$ cat src/design/assert_macros.svh
// Assertion helpers for the design folder.
// Define ASSERT_OFF to compile all checks away.
`ifndef ASSERT_MACROS_SVH
`define ASSERT_MACROS_SVH

`ifndef ASSERT_OFF

// Check that an expression holds at every clock edge outside reset.
`define ASSERT_ALWAYS(label, clk, rst_n, expr) \
	label: assert property (@(posedge clk) disable iff (!rst_n) (expr)) \
		else $error("assertion failed");

// Check that a consequent holds in the same cycle as its antecedent.
`define ASSERT_IMPLIES(label, clk, rst_n, ante, cons) \
	label: assert property (@(posedge clk) disable iff (!rst_n) (ante) |-> (cons)) \
		else $error("assertion failed");

`else

`define ASSERT_ALWAYS(label, clk, rst_n, expr)
`define ASSERT_IMPLIES(label, clk, rst_n, ante, cons)

`endif

`endif

$ cat src/design/lpd_pkg.sv
`default_nettype none

package lpd_pkg;

	localparam int COUNT_BITS = 25;
	localparam int LIMIT_BITS = 25;
	localparam int ACC_BITS   = 32;
	localparam int WHOLE_BITS = ACC_BITS + 2;

	typedef logic [COUNT_BITS-1:0] count_t;
	typedef logic [LIMIT_BITS-1:0] limit_t;
	typedef logic [ACC_BITS-1:0]   accum_t;
	typedef logic signed [WHOLE_BITS-1:0] whole_t;

	// Largest length that the position counter can hold
	localparam whole_t CNT_MAX = whole_t'((64'd1 << COUNT_BITS) - 64'd1);

	// Frame modes
	localparam logic [1:0] MODE_LEN16 = 2'd0;
	localparam logic [1:0] MODE_LEN32 = 2'd1;
	localparam logic [1:0] MODE_HDR24 = 2'd2;
	localparam logic [1:0] MODE_HEX6  = 2'd3;

	// Result status codes
	localparam logic [1:0] STAT_OK   = 2'd0;
	localparam logic [1:0] STAT_BAD  = 2'd1;
	localparam logic [1:0] STAT_DROP = 2'd2;

	// Configuration register indexes
	localparam int CFG_IDX_BITS = 2;
	localparam logic [CFG_IDX_BITS-1:0] REG_FRAME_MODE    = 2'd0;
	localparam logic [CFG_IDX_BITS-1:0] REG_MAX_FRAME_LEN = 2'd1;

	// Header geometry
	localparam logic [4:0] HDR_LEN16 = 5'd2;
	localparam logic [4:0] HDR_LEN32 = 5'd4;
	localparam logic [4:0] HDR_HDR24 = 5'd24;
	localparam logic [4:0] HDR_HEX6  = 5'd6;
	localparam logic [3:0] RDY_LEN16 = 4'd1;
	localparam logic [3:0] RDY_LEN32 = 4'd3;
	localparam logic [3:0] RDY_HDR24 = 4'd11;
	localparam logic [3:0] RDY_HEX6  = 4'd5;
	localparam logic [3:0] LEN_FIELD_LO = 4'd8;

	// ASCII hex digit: bit 4 marks a valid digit, bits 3:0 its value
	function automatic logic [4:0] hex_digit(input logic [7:0] c);
		logic [4:0] r;
		r = 5'd0;
		if (c >= 8'h30 && c <= 8'h39) begin
			r = {1'b1, 4'(c - 8'h30)};
		end else if (c >= 8'h61 && c <= 8'h66) begin
			r = {1'b1, 4'(c - 8'h57)};
		end else if (c >= 8'h41 && c <= 8'h46) begin
			r = {1'b1, 4'(c - 8'h37)};
		end
		return r;
	endfunction

endpackage

`default_nettype wire

$ cat src/design/length_prefix_deframer.sv
// Length-prefix deframer: splits a byte stream into messages.
// Input words arrive on s_tvalid/s_tready/s_tdata, one byte per word.
// Every byte leaves on m_tvalid/m_tready/m_tdata unchanged; m_tlast marks
// the byte that closes a message, m_tuser carries the first-byte flag and
// a status code (message byte, bad length found here, dropped).
// The cfg channel writes frame_mode (index 0) and max_frame_len (index 1);
// cfg_ready is always high. A frame_mode write restarts framing.
// Each accepted input word is registered in the output register.
// Throughput: one word per cycle while the receiver keeps up; all framing work for a byte is a single
// combinational pass (header shift-accumulate, length check, position
// compare) ahead of the output register.
// When the receiver stalls, the output register holds its word and
// s_tready drops until that word is taken.
// Reset clears the framing state and the error latch, loads frame_mode 0
// and max_frame_len 65536, and empties the output register.
// A bad length latches a drop state that only reset clears.
`default_nettype none

`include "assert_macros.svh"

module length_prefix_deframer (
	input  wire logic                                  clk,
	input  wire logic                                  arst_n,
	input  wire logic                                  s_tvalid,
	output logic                                       s_tready,
	input  wire logic [7:0]                            s_tdata,   // [7:0] in_byte
	output logic                                       m_tvalid,
	input  wire logic                                  m_tready,
	output logic [7:0]                                 m_tdata,   // [7:0] out_byte
	output logic                                       m_tlast,   // frame_last
	output logic [2:0]                                 m_tuser,   // [0] frame_first, [2:1] status
	input  wire logic                                  cfg_valid,
	output logic                                       cfg_ready,
	input  wire logic [lpd_pkg::CFG_IDX_BITS-1:0]      cfg_index,
	input  wire logic [lpd_pkg::LIMIT_BITS-1:0]        cfg_data
);
	import lpd_pkg::*;

	logic [1:0] frame_mode_q;
	limit_t     max_len_q;
	count_t     byte_index_q, byte_index_nx;
	count_t     frame_total_q, frame_total_nx;
	accum_t     accum_q, accum_nx;
	logic       hex_stopped_q, hex_stopped_nx;
	logic       error_q, error_nx;

	logic       first_w, last_w;
	logic [1:0] status_w;
	logic [4:0] hdr_w;
	logic [3:0] ready_w;
	logic [4:0] digit_w;
	whole_t     whole_w;
	logic       bad_w;
	count_t     index_inc_w;

	logic       in_acc, cfg_wr;

	assign in_acc    = s_tvalid && s_tready;
	assign cfg_wr    = cfg_valid && cfg_ready;
	assign cfg_ready = 1'b1;
	assign s_tready  = !m_tvalid || m_tready;

	// Header geometry per mode
	always_comb begin
		case (frame_mode_q)
			MODE_LEN16: begin hdr_w = HDR_LEN16; ready_w = RDY_LEN16; end
			MODE_LEN32: begin hdr_w = HDR_LEN32; ready_w = RDY_LEN32; end
			MODE_HDR24: begin hdr_w = HDR_HDR24; ready_w = RDY_HDR24; end
			default:    begin hdr_w = HDR_HEX6;  ready_w = RDY_HEX6;  end
		endcase
	end

	assign digit_w     = hex_digit(s_tdata);
	assign index_inc_w = byte_index_q + count_t'(1);

	// Frame one byte: gather length, check it, advance the position
	always_comb begin
		byte_index_nx  = byte_index_q;
		frame_total_nx = frame_total_q;
		accum_nx       = accum_q;
		hex_stopped_nx = hex_stopped_q;
		error_nx       = error_q;
		first_w        = (byte_index_q == '0);
		last_w         = 1'b0;
		status_w       = STAT_OK;
		whole_w        = '0;
		bad_w          = 1'b0;

		if (error_q) begin
			first_w  = 1'b0;
			status_w = STAT_DROP;
		end else begin
			if (frame_total_q == '0) begin
				// Shift header bytes into the length
				case (frame_mode_q)
					MODE_LEN16, MODE_LEN32: begin
						accum_nx = {accum_q[ACC_BITS-9:0], s_tdata};
					end
					MODE_HDR24: begin
						if (byte_index_q >= count_t'(LEN_FIELD_LO) &&
						    byte_index_q <= count_t'(RDY_HDR24)) begin
							accum_nx = {accum_q[ACC_BITS-9:0], s_tdata};
						end
					end
					default: begin
						if (!hex_stopped_q) begin
							if (!digit_w[4]) begin
								hex_stopped_nx = 1'b1;
							end else begin
								accum_nx = {8'd0, accum_q[19:0], digit_w[3:0]};
							end
						end
					end
				endcase

				// Check the whole length on the last length byte
				if (byte_index_q == count_t'(ready_w)) begin
					case (frame_mode_q)
						MODE_LEN16: whole_w = whole_t'({1'b0, accum_nx[15:0]});
						MODE_LEN32: whole_w = whole_t'($signed(accum_nx));
						MODE_HDR24: whole_w = whole_t'($signed(accum_nx)) + whole_t'(24);
						default:    whole_w = whole_t'({1'b0, accum_nx[23:0]}) + whole_t'(6);
					endcase
					bad_w = (whole_w < whole_t'({1'b0, hdr_w})) ||
					        (whole_w > whole_t'({1'b0, max_len_q})) ||
					        (whole_w > CNT_MAX);
					if (bad_w) begin
						status_w = STAT_BAD;
						error_nx = 1'b1;
					end else begin
						frame_total_nx = whole_w[COUNT_BITS-1:0];
					end
				end
			end

			// Close the message or advance the position
			if (!bad_w) begin
				if (frame_total_nx != '0 && index_inc_w == frame_total_nx) begin
					last_w         = 1'b1;
					byte_index_nx  = '0;
					frame_total_nx = '0;
					accum_nx       = '0;
					hex_stopped_nx = 1'b0;
				end else begin
					byte_index_nx = index_inc_w;
				end
			end
		end
	end

	// Hold configuration and framing state
	always_ff @(posedge clk or negedge arst_n) begin
		if (!arst_n) begin
			frame_mode_q  <= MODE_LEN16;
			max_len_q     <= limit_t'(65536);
			byte_index_q  <= '0;
			frame_total_q <= '0;
			accum_q       <= '0;
			hex_stopped_q <= 1'b0;
			error_q       <= 1'b0;
		end else if (cfg_wr) begin
			if (cfg_index == REG_FRAME_MODE) begin
				frame_mode_q  <= cfg_data[1:0];
				byte_index_q  <= '0;
				frame_total_q <= '0;
				accum_q       <= '0;
				hex_stopped_q <= 1'b0;
			end else if (cfg_index == REG_MAX_FRAME_LEN) begin
				max_len_q <= cfg_data;
			end
		end else if (in_acc) begin
			byte_index_q  <= byte_index_nx;
			frame_total_q <= frame_total_nx;
			accum_q       <= accum_nx;
			hex_stopped_q <= hex_stopped_nx;
			error_q       <= error_nx;
		end
	end

	// Output register valid
	always_ff @(posedge clk or negedge arst_n) begin
		if (!arst_n) begin
			m_tvalid <= 1'b0;
		end else if (in_acc) begin
			m_tvalid <= 1'b1;
		end else if (m_tready) begin
			m_tvalid <= 1'b0;
		end
	end

	// Output register payload
	always_ff @(posedge clk) begin
		if (in_acc) begin
			m_tdata <= s_tdata;
			m_tlast <= last_w;
			m_tuser <= {status_w, first_w};
		end
	end

	`ASSERT_IMPLIES(a_drop_needs_latch, clk, arst_n, m_tvalid && m_tuser[2:1] == STAT_DROP, error_q)
	`ASSERT_IMPLIES(a_err_not_last, clk, arst_n, m_tvalid && m_tuser[2:1] != STAT_OK, !m_tlast)
	`ASSERT_IMPLIES(a_pos_in_frame, clk, arst_n, frame_total_q != '0, byte_index_q < frame_total_q)
	`ASSERT_IMPLIES(a_pos_in_header, clk, arst_n, frame_total_q == '0, byte_index_q <= count_t'(RDY_HDR24))

endmodule

`default_nettype wire

$ cat config.mk
export PLATFORM = sky130hd
export DESIGN_NAME = length_prefix_deframer
export DESIGN_NICKNAME = d
export VERILOG_FILES = /design/src/design/lpd_pkg.sv /design/src/design/length_prefix_deframer.sv
export VERILOG_INCLUDE_DIRS = /design/src /design/src/design
export SDC_FILE = /design/constraint.sdc
export NUM_CORES = 1
export LEC_CHECK = 0
export ABC_AREA = 1
export BUFFER_PORTS_ARGS = -buffer_cell sky130_fd_sc_hd__buf_2
export CAP_MARGIN = 40
export CORE_MARGIN = 4
export CORE_UTILIZATION = 40
export CTS_CLUSTER_DIAMETER = 30
export DETAILED_ROUTE_END_ITERATION = 8
export PLACE_DENSITY = 0.52
export SYNTH_ARGS = -nofsm -noshare
export SYNTH_HDL_FRONTEND = slang
export SYNTH_SLANG_ARGS = --single-unit
$ cat constraint.sdc
create_clock -name clk -period 9.55 [get_ports clk]
set_clock_uncertainty 0.2 [all_clocks]
set_input_delay 1.91 -clock clk [delete_from_list [all_inputs] [get_ports clk]]
set_output_delay 1.91 -clock clk [all_outputs]
set_load 0.05 [all_outputs]
# After elaboration in Yosys (flattened, before gate mapping)
# Index checks and enable logic that the tools add are counted.
# Widths: inputs -> output; s select.
# word_totals
n_memories	0
output_inout_bits	15
mem_bits_ro	0
latch_bits	0
word_cells	125
ram_bits	0
input_bits	40
register_bits	124
# classes
div_mod_pow	0
magnitude_cmp	11
mul	0
bitwise_logic	4
addsub	6
shift	0
n_mux	58
reduce_logical	26
n_eq_ne	8
# ops
op	count
$mux 32	12
$mux 25	15
$mux 34	3
$pmux 34 s3	1
$pmux 32 s2	1
$logic_not 25->1	2
$gt 34x26->1	1
$gt 34x26->1 const B	1
$lt 34x6->1	1
$add 32x6->33 const B	1
$add 24x3->25 const B	1
$add 25x1->25 const B	1
$eq 25x25->1	1
$eq 25x4->1	1
$ge 25x4->1 const B	1
$le 25x4->1 const B	1
$reduce_bool 25->1	1
$mux 1	21
$ge 8x7->1 const B	2
$le 8x7->1 const B	2
$mux 5	3
$pmux 5 s3	1
$pmux 4 s3	1
$ge 8x6->1 const B	1
18 further kinds	37

# Depth between registers and ports, before layout
# Gate-level depths: netlist of the first run.
# depth
word_depth	29
mapped_depth	57
ltp_nobuf	54

# Worst setup path after synthesis of the first run
# OpenSTA, ideal clock, no wires.
# synth_path
path_kind	in2reg
from	in s_tdata[1]
to	reg accum_q[31]
t_required_ns	9.221
stages	56
setup_time_ns	0.129
path_slack_ns	1.928
t_arrival_ns	7.293
n_path_buf	4
cell_sequence	inv_1 -> ha_1 -> o21ai_0 -> nand2_1 -> nand2_2 -> nand2_1 -> nand2_2 -> buf_2 -> a21oi_1 -> o21ai_0 -> nand2_1 -> ha_1 -> inv_1 -> nand2_1 -> inv_1 -> nand3_1 -> nor2_1 -> inv_2 -> [20 not listed] -> nor2_1 -> nand3b_1 -> nand2_2 -> nand3_4 -> buf_6 -> nand2_1 -> nand2_1 -> nand2_1 -> nand2_1 -> nand2_1 -> nor2_1 -> nand2_1 -> nor2_1 -> nand3_2 -> buf_6 -> buf_6 -> nand2_1 -> o21ai_1
# synth_via
elab_chain_len	29
word_cells_on_any_way	48
classes_between	add/sub (5); order compare (9); eq/ne (1); mux (26); reduce/logical (7)
# synth_lines
item	line_no	rtl
start, declared	length_prefix_deframer.sv:26	input wire logic [7:0] s_tdata,
$ge 8x7->1 / $le 8x7->1 (equally long branches)	lpd_pkg.sv:53	end else if (c >= 8'h41 && c <= 8'h46) begin
$logic_and 1x1->1	lpd_pkg.sv:53	
$mux 5	lpd_pkg.sv:53	
$mux 5	lpd_pkg.sv:51	end else if (c >= 8'h61 && c <= 8'h66) begin
$mux 5	lpd_pkg.sv:49	if (c >= 8'h30 && c <= 8'h39) begin
$mux 32	length_prefix_deframer.sv:107	if (!digit_w[4]) begin
$mux 32	length_prefix_deframer.sv:106	if (!hex_stopped_q) begin
$pmux 32 s2 *	length_prefix_deframer.sv:95	case (frame_mode_q)
[13 not listed]	n/a	
$mux 25	length_prefix_deframer.sv:89	if (error_q) begin
$eq 25x25->1 / $reduce_bool 25->1 (equally long branches)	length_prefix_deframer.sv:138	if (frame_total_nx != '0 && index_inc_w == frame_total_nx) begin
$logic_and 1x1->1	length_prefix_deframer.sv:138	
$mux 32	length_prefix_deframer.sv:138	
$mux 32 *	length_prefix_deframer.sv:137	if (!bad_w) begin
$mux 32 *	length_prefix_deframer.sv:89	
$mux 32 *	length_prefix_deframer.sv:171	end else if (in_acc) begin
$mux 32 *	length_prefix_deframer.sv:161	end else if (cfg_wr) begin
end signal, assigned	length_prefix_deframer.sv:174	accum_q <= accum_nx;
end, declared	length_prefix_deframer.sv:43	accum_t accum_q, accum_nx;
# Mark *: on every way between the ends. The rest lies on a longest branch, timed or not. The select of a mux whose other input is x is not followed.
# A chain may end at the register's enable or synchronous reset.

# Worst setup path in the final report of the first run
# layout_path
from	in s_tdata[0]
to	reg hex_stopped_q
# layout_via
elab_chain_len	29
word_cells_on_any_way	51
classes_between	add/sub (5); order compare (9); eq/ne (1); mux (29); reduce/logical (7)
# layout_lines
item	line_no	rtl
$ge 8x7->1 / $le 8x7->1 (equally long branches)	lpd_pkg.sv:53	
$logic_and 1x1->1	lpd_pkg.sv:53	
$mux 5	lpd_pkg.sv:53	
$mux 5	lpd_pkg.sv:51	
$mux 5	lpd_pkg.sv:49	
$mux 32	length_prefix_deframer.sv:107	
$mux 32	length_prefix_deframer.sv:106	
$pmux 32 s2	length_prefix_deframer.sv:95	
[13 not listed]	n/a	
$mux 25	length_prefix_deframer.sv:89	
$eq 25x25->1 / $reduce_bool 25->1 (equally long branches)	length_prefix_deframer.sv:138	
$logic_and 1x1->1	length_prefix_deframer.sv:138	
$mux 1	length_prefix_deframer.sv:138	
$mux 1 *	length_prefix_deframer.sv:137	
$mux 1 *	length_prefix_deframer.sv:89	
$mux 1 *	length_prefix_deframer.sv:171	
$mux 1 *	length_prefix_deframer.sv:161	
end signal, assigned	length_prefix_deframer.sv:175	hex_stopped_q <= hex_stopped_nx;
end, declared	length_prefix_deframer.sv:44	logic hex_stopped_q, hex_stopped_nx;
# Marked as above.

==> results of run 1 <==
-- synthesized netlist by cell type, drive strengths merged (3+ instances only) --
cell	number	area, um^2
nand4	53	332
edfxtp	12	360
xor2	19	166
nor2	173	769
a31oi	3	18.8
o22ai	3	18.8
a21oi	132	661
nand3b	11	82.6
xnor2	6	52.6
nand2	496	1950
nor4	3	18.8
inv	241	905
nand3	201	1060
buf	49	323
nor3	20	110
ha	40	500
dfrtp	111	2780
o21ai	162	830
clkinv	5	18.8
o21bai	4	30.0
clkbuf	29	109
-- cell usage in the layout, fill, tap and decap left out, types with 39 or more instances in the layout --
cell type  synthesis  layout
o21ai_0           98      98
inv_1            228     228
a21oi_1          132     132
ha_1              40      39
nand2_1          467     466
dfrtp_1          111     111
nand3_1          194     194
o21ai_1           59      58
nand4_1           53      53
nor2_1           145     145
buf_2             27      52
-- kinds of logic (layout without fill, tap and decap cells) --
| family | Yosys count | in the layout | share of synthesized area (%) |
|---|---|---|---|
| and+or+nand+nor | 960 | 960 | 38.6 |
| AOI/OAI and AO/OA | 315 | 315 | 14.6 |
| DFF | 124 | 124 | 28.2 |
| other | 1 | 1 | 0.0334 |
| xor gates and xnor gates | 25 | 25 | 1.95 |
| buffers and inverters | 324 | 355 | 12.1 |
| adders and majority gates | 40 | 40 | 4.46 |
-- layout make-up --
| class | instances | share of cell area, % |
|---|---|---|
| Clock buffer | 23 | 4.21 |
| Clock inverter | 9 | 0.668 |
| Inverter | 246 | 7.47 |
| Multi-Input combinational cell | 1341 | 54.4 |
| Sequential cell | 124 | 25.6 |
| Tap cell | 378 | 3.82 |
| Timing Repair Buffer | 77 | 3.89 |
-- worst max-delay path: cells and delay by family --
kind                       cells  cell delay [ns]
and+or+nand+nor               32             3.58
AOI/OAI and AO/OA              9             1.26
buffers and inverters          9             1.43
adders and majority gates      2             0.52
-- layer usage --
| metal | vias up | global-route usage (%) | wire length, um |
|---|---|---|---|
| met4 | 0 | 7.02 | 771 |
| met2 | 422 | 38.9 | 17000 |
| met3 | 45 | 4.41 | 2830 |
| met1 | 5546 | 38.5 | 19300 |
| li1 | 5857 | - | - |
| met5 | - | 0 | 0 |
-- through the flow --
stage                     total power (uW)  cell area (um^2)  instances  utilization, %
final                                 1940             12400       2198            44.6
after global routing                  2060             12400       2198            44.6
after CTS                             1940             12400       2198            44.6
after detailed placement              1270             11800       2166            42.4
after global placement                1270             11700       2165            42.3
after floorplan                       1060             11200       1789               -
-- state kept, by name, summed over array words and instances, names as in the netlist --
signal	cells
accum_q	32
byte_index_q	25
error_q	1
frame_mode_q	2
frame_total_q	25
hex_stopped_q	1
m_tdata	8
m_tlast	1
m_tuser	3
m_tvalid	1
max_len_q	25
-- what timing repair did --
action / in CTS / in global routing
endpoints found under the setup margin: 0 / 4
hold buffers: 0 / 0
gates resized for setup: 0 / 2
-- power by group --
group          switching [uW]  total (uW)  internal [uW]
Clock                     258         667            409
Sequential               8.12         564            556
Combinational             519         714            195
Total                     784        1940           1160
-- worst max-delay path by stage --
stage	endpoint	slack, ns
2_1_floorplan	accum_q[31]$_DFFE_PN0P_	1.93
3_3_place_gp	byte_index_q[4]$_DFFE_PN0P_	0.55
3_5_place_dp	byte_index_q[2]$_DFFE_PN0P_	0.38
4_1_cts	byte_index_q[2]$_DFFE_PN0P_	0.81
5_1_grt	accum_q[11]$_DFFE_PN0P_	0.08
6_report	hex_stopped_q$_DFFE_PN0P_	0.83
==> impl_metrics.yaml, run 1 <==
outcome:
  status: "finished, final reports clean"
place:
  place.gp.congestion: 1.01
  numPortBuffers: 53
  hpwl_um: 29500
  place_ws_ns: 0.375
synthesis:
  synthCells: 1789
  yosysUniqueCellTypes: 45
  ys_seq_elements: 124
  synthesis.nets: 1869
  ys.flop_type: "dfrtp_1"
  synth_area_um2: 11200
  yosysSeqAreaShare_pct: 28.2
  ys.warnings.count: 0
  synth_edf_count: 12
  async_flop_share_pct: 90.3
  syn-mean-instance-area_um2: 6.27
clocking:
  numClockSinks: 124
  clock_tree.buffer_depth: 2
  clk_latency_ns: 0.44
  path_clk_slew_ns: 0.06
  numCtsBuffers: 17
  tritoncts: "yes"
  cts_setup_buffers: 0
  root_buffer: "clkbuf_16"
  htree_levels: 4
critical_path:
  path_class: "in -> reg"
  cp-start-kind: "input pin"
  rrSetupSlack_ns: 1.36
  crit_top_cell: "nand2_1"
  slowest_stage: "buf_4"
  reg2reg_depth: 55
  cp_max_fo: 58
  cp-startpoint: "s_tdata[0]"
  endpoint_kind: "flip-flop"
  worstPathRequired_ns: 9.62
  r2r-end: "hex_stopped_q$_DFFE_PN0P_"
  regToRegStartpoint: "byte_index_q[10]$_DFFE_PN0P_"
  critPathArrivalTime_ns: 8.79
  cpPeakStageDelay_ns: 0.34
drt:
  first_iter_violations: 1154
  drc: 0
  wl_per_cell_um: 18.2
  drt-total-wl_um: 39900
  firstDrtPassIters: 5
  vias: 11900
  via_per_inst: 5.40
  ant_nets: 0
final_layout:
  nNetsFinal: 1887
  areaGrowthSynthToFinish_pct: 10.2
  antenna_cells: 0
  multi_input_area_um2: 6720
  drive_above_1_share_pct: 10.9
  num-fill-cells: 2938
  regArea_um2: 3160
min_path:
  hold_class: "reg -> reg"
  holdPathStages: 2
  hold_end: "max_len_q[0]$_DFFE_PN0P_"
  min-delay-start: "max_len_q[0]$_DFFE_PN0P_"
timing:
  slew_headroom_pct: 45.0
  worst_slew_pin_slew_ns: 0.825
  final_max_slew_viol_count: 0
  fin_crit_sh_pct: 91.3
  period_minus_slack_ns: 8.72
  hold_slack_ns: 0.298
  grt_setup_unrepaired: "no"
  tns_ns: 0
  layout_setup_ws_ns: 0.829
  fmaxAchievable_mhz: 115
  finalHoldViolCount: 0
  finalSetupViolations: 0
global_routing:
  antenna_found_initial: 0
  grt_pass1_wl_um: 62900
  grt_max_degree: 59
  grt_util_all_layers_pct: 25.9
  grt_pass1_vias: 11000
  grt_overflow: 0
pwr:
  p_leak_uw: 0.00638
  ir_drop_uv: 128
  p_per_area_nw_per_um2: 157
floorplanning:
  die_y_um: 175
  initial_core_util_pct: 40.5
  fp-row-count: 61
  core_um2: 27700
  die-area_um2: 30800
  pin_count: 55
  die_x_um: 175
run:
  drv_cap: 0
Note: power is estimated with default switching activity, not from simulation.
==> inputs of run 2 (changes only) <==
--- a/config.mk
+++ b/config.mk
@@ -10,10 +10,12 @@
 export BUFFER_PORTS_ARGS = -buffer_cell sky130_fd_sc_hd__buf_2
 export CAP_MARGIN = 40
 export CORE_MARGIN = 4
-export CORE_UTILIZATION = 40
+export CORE_UTILIZATION = 37
 export CTS_CLUSTER_DIAMETER = 30
 export DETAILED_ROUTE_END_ITERATION = 8
-export PLACE_DENSITY = 0.52
+export GPL_TIMING_DRIVEN = 0
+export PLACE_DENSITY = 0.49
+export RECOVER_POWER = 100
 export SYNTH_ARGS = -nofsm -noshare
 export SYNTH_HDL_FRONTEND = slang
 export SYNTH_SLANG_ARGS = --single-unit
==> impl_metrics.yaml, run 2 (synthesized netlist as in run 1, its figures left out) <==
outcome:
  status: "complete, but fails checks"
  violations: "capacitance limit, slew limit"
clocking:
  tritoncts: "yes"
  numClockSinks: 124
  root_buffer: "clkbuf_16"
  holdBufCountCts: 0
  numCtsBuffers: 17
  clk_latency_ns: 0.46
  clock_tree.buffer_depth: 2
  htree_levels: 4
  path_clk_slew_ns: 0.06
place:
  numPortBuffers: 53
  hpwl_um: 34800
  place_ws_ns: -0.577
  placed_cells: 2236
  place.gp.congestion: 0.941
critical_path:
  crit_top_cell: "nand2_1"
  critPathArrivalTime_ns: 9.04
  worstPathRequired_ns: 9.66
  path_class: "in -> reg"
  reg2reg_depth: 52
  cp_max_fo: 10
  slowest_stage: "ha_1"
  cpPeakStageDelay_ns: 0.30
  cp-start-kind: "input pin"
  endpoint_kind: "flip-flop"
floorplanning:
  die_x_um: 182
  die_y_um: 182
  die-area_um2: 33200
  initial_core_util_pct: 37.7
  pin_count: 55
  fp-row-count: 63
  core_um2: 29800
pwr:
  intPower_uw: 1200
  p_comb_share_pct: 37.7
  ir_drop_uv: 135
  p_per_area_nw_per_um2: 161
  p_leak_uw: 0.00648
  switching_share_pct: 41.7
  p_seq_share_pct: 27.7
  net-switching-power_uw: 854
  pwr-share-clk_pct: 34.6
final_layout:
  antenna_cells: 0
  areaGrowthSynthToFinish_pct: 13.2
  layout_common_cells: "462 x nand2_1, 226 x inv_1, 194 x nand3_1"
  regArea_um2: 3160
  layoutNonFillerInstCount: 2272
  drive_above_1_share_pct: 11.3
  largest_reg_flops: 32
  multi_input_area_um2: 6760
  layout_commonest_cell: "nand2_1"
  num-fill-cells: 3286
  nNetsFinal: 1949
  largest-register: "accum_q"
timing:
  fmaxAchievable_mhz: 112
  tns_ns: 0
  finalHoldViolCount: 0
  fin_crit_sh_pct: 93.4
  final_max_slew_viol_count: 115
  layout_setup_ws_ns: 0.626
  slew_headroom_pct: -147
  worst_slew_pin_slew_ns: 3.71
  finalSetupViolations: 0
  period_minus_slack_ns: 8.92
  hold_slack_ns: 0.307
drt:
  wl_per_cell_um: 19.7
  drc: 0
  firstDrtPassIters: 8
  via_per_inst: 5.40
  vias: 12300
  ant_nets: 0
  first_iter_violations: 1167
  drt-total-wl_um: 44900
global_routing:
  grt_util_all_layers_pct: 26.9
  grt_max_degree: 62
  grt_pass1_vias: 11400
  grt_pass1_wl_um: 68700
  grt_overflow: 0
  antenna_found_initial: 0
run:
  drv_cap: 2
min_path:
  hold_class: "reg -> reg"
  holdPathStages: 2
run 2: cell count changes in the layout (fill, tap and decap cells not counted), sizes merged:
cell,previous run,this run
buf,77,85
bufinv,1,3
clkbuf,23,74
clkinvlp,2,3
run 2: routing by layer:
| layer | global-route usage (%) | routed length [um] | share of wire [%] | up-vias |
|---|---|---|---|---|
| met5 | 1.63 | 69 | 0.15 | - |
| met4 | 8.95 | 1220 | 2.7 | 2 |
| met3 | 5.06 | 3480 | 7.7 | 52 |
| met2 | 39.3 | 18800 | 42 | 460 |
| met1 | 39.7 | 21300 | 48 | 5769 |
| li1 | - | - | - | 5985 |
run 2: per-stage QoR:
step                instance area (um^2)  util (%)  total power [uW]
CTS                                12600      42.4              2030
global placement                   12000      40.2              1300
global route                       12700      42.6              2160
finish                             12700      42.6              2050
floorplan                          11200         -              1060
detailed placement                 12000      40.4              1310
run 2: worst paths after layout:
kind	startpoint	end	slack (ns)
worst min register to register	max_len_q[16]$_DFFE_PN1P_	max_len_q[16]$_DFFE_PN1P_	0.31
worst max-delay path	s_tdata[1]	frame_total_q[13]$_DFFE_PN0P_	0.63
worst max register to register	byte_index_q[18]$_DFFE_PN0P_	frame_total_q[13]$_DFFE_PN0P_	1.69
worst min-delay path	max_len_q[16]$_DFFE_PN1P_	max_len_q[16]$_DFFE_PN1P_	0.31
max in group asynchronous	arst_n	max_len_q[15]$_DFFE_PN0P_	2.43
min in group asynchronous	arst_n	accum_q[6]$_DFFE_PN0P_	2.52
run 2: area by class of cell:
cell class,count,area share [%]
Sequential cell,124,24.9
Clock inverter,12,1.28
Inverter,246,7.30
Clock buffer,20,3.61
Multi-Input combinational cell,1341,53.2
Timing Repair Buffer,61,2.28
Tap cell,390,3.84
Buffer,78,3.54
run 2: power groups by stage:
stage | clock, uW | sequential [uW] | combinational, uW
after CTS | 722 | 566 | 743
after global routing | 744 | 569 | 851
after global placement | 0 | 576 | 728
after detailed placement | 0 | 576 | 739
final | 710 | 567 | 773
after floorplan | 0 | 584 | 473
run 2: worst max-delay path: cells and delay by family:
family | cells | cell delay [ns]
buffers and inverters | 10 | 1.45
AND/OR/NAND/NOR | 34 | 3.91
adder cells (fa/ha/maj) | 3 | 0.66
AO/OA/AOI/OAI | 8 | 1.05
run 2: what timing repair did:
item	CTS	global route
setup endpoints to repair	54	84
pin swaps	0	6
resized for setup	1	26
setup buffers	0	4
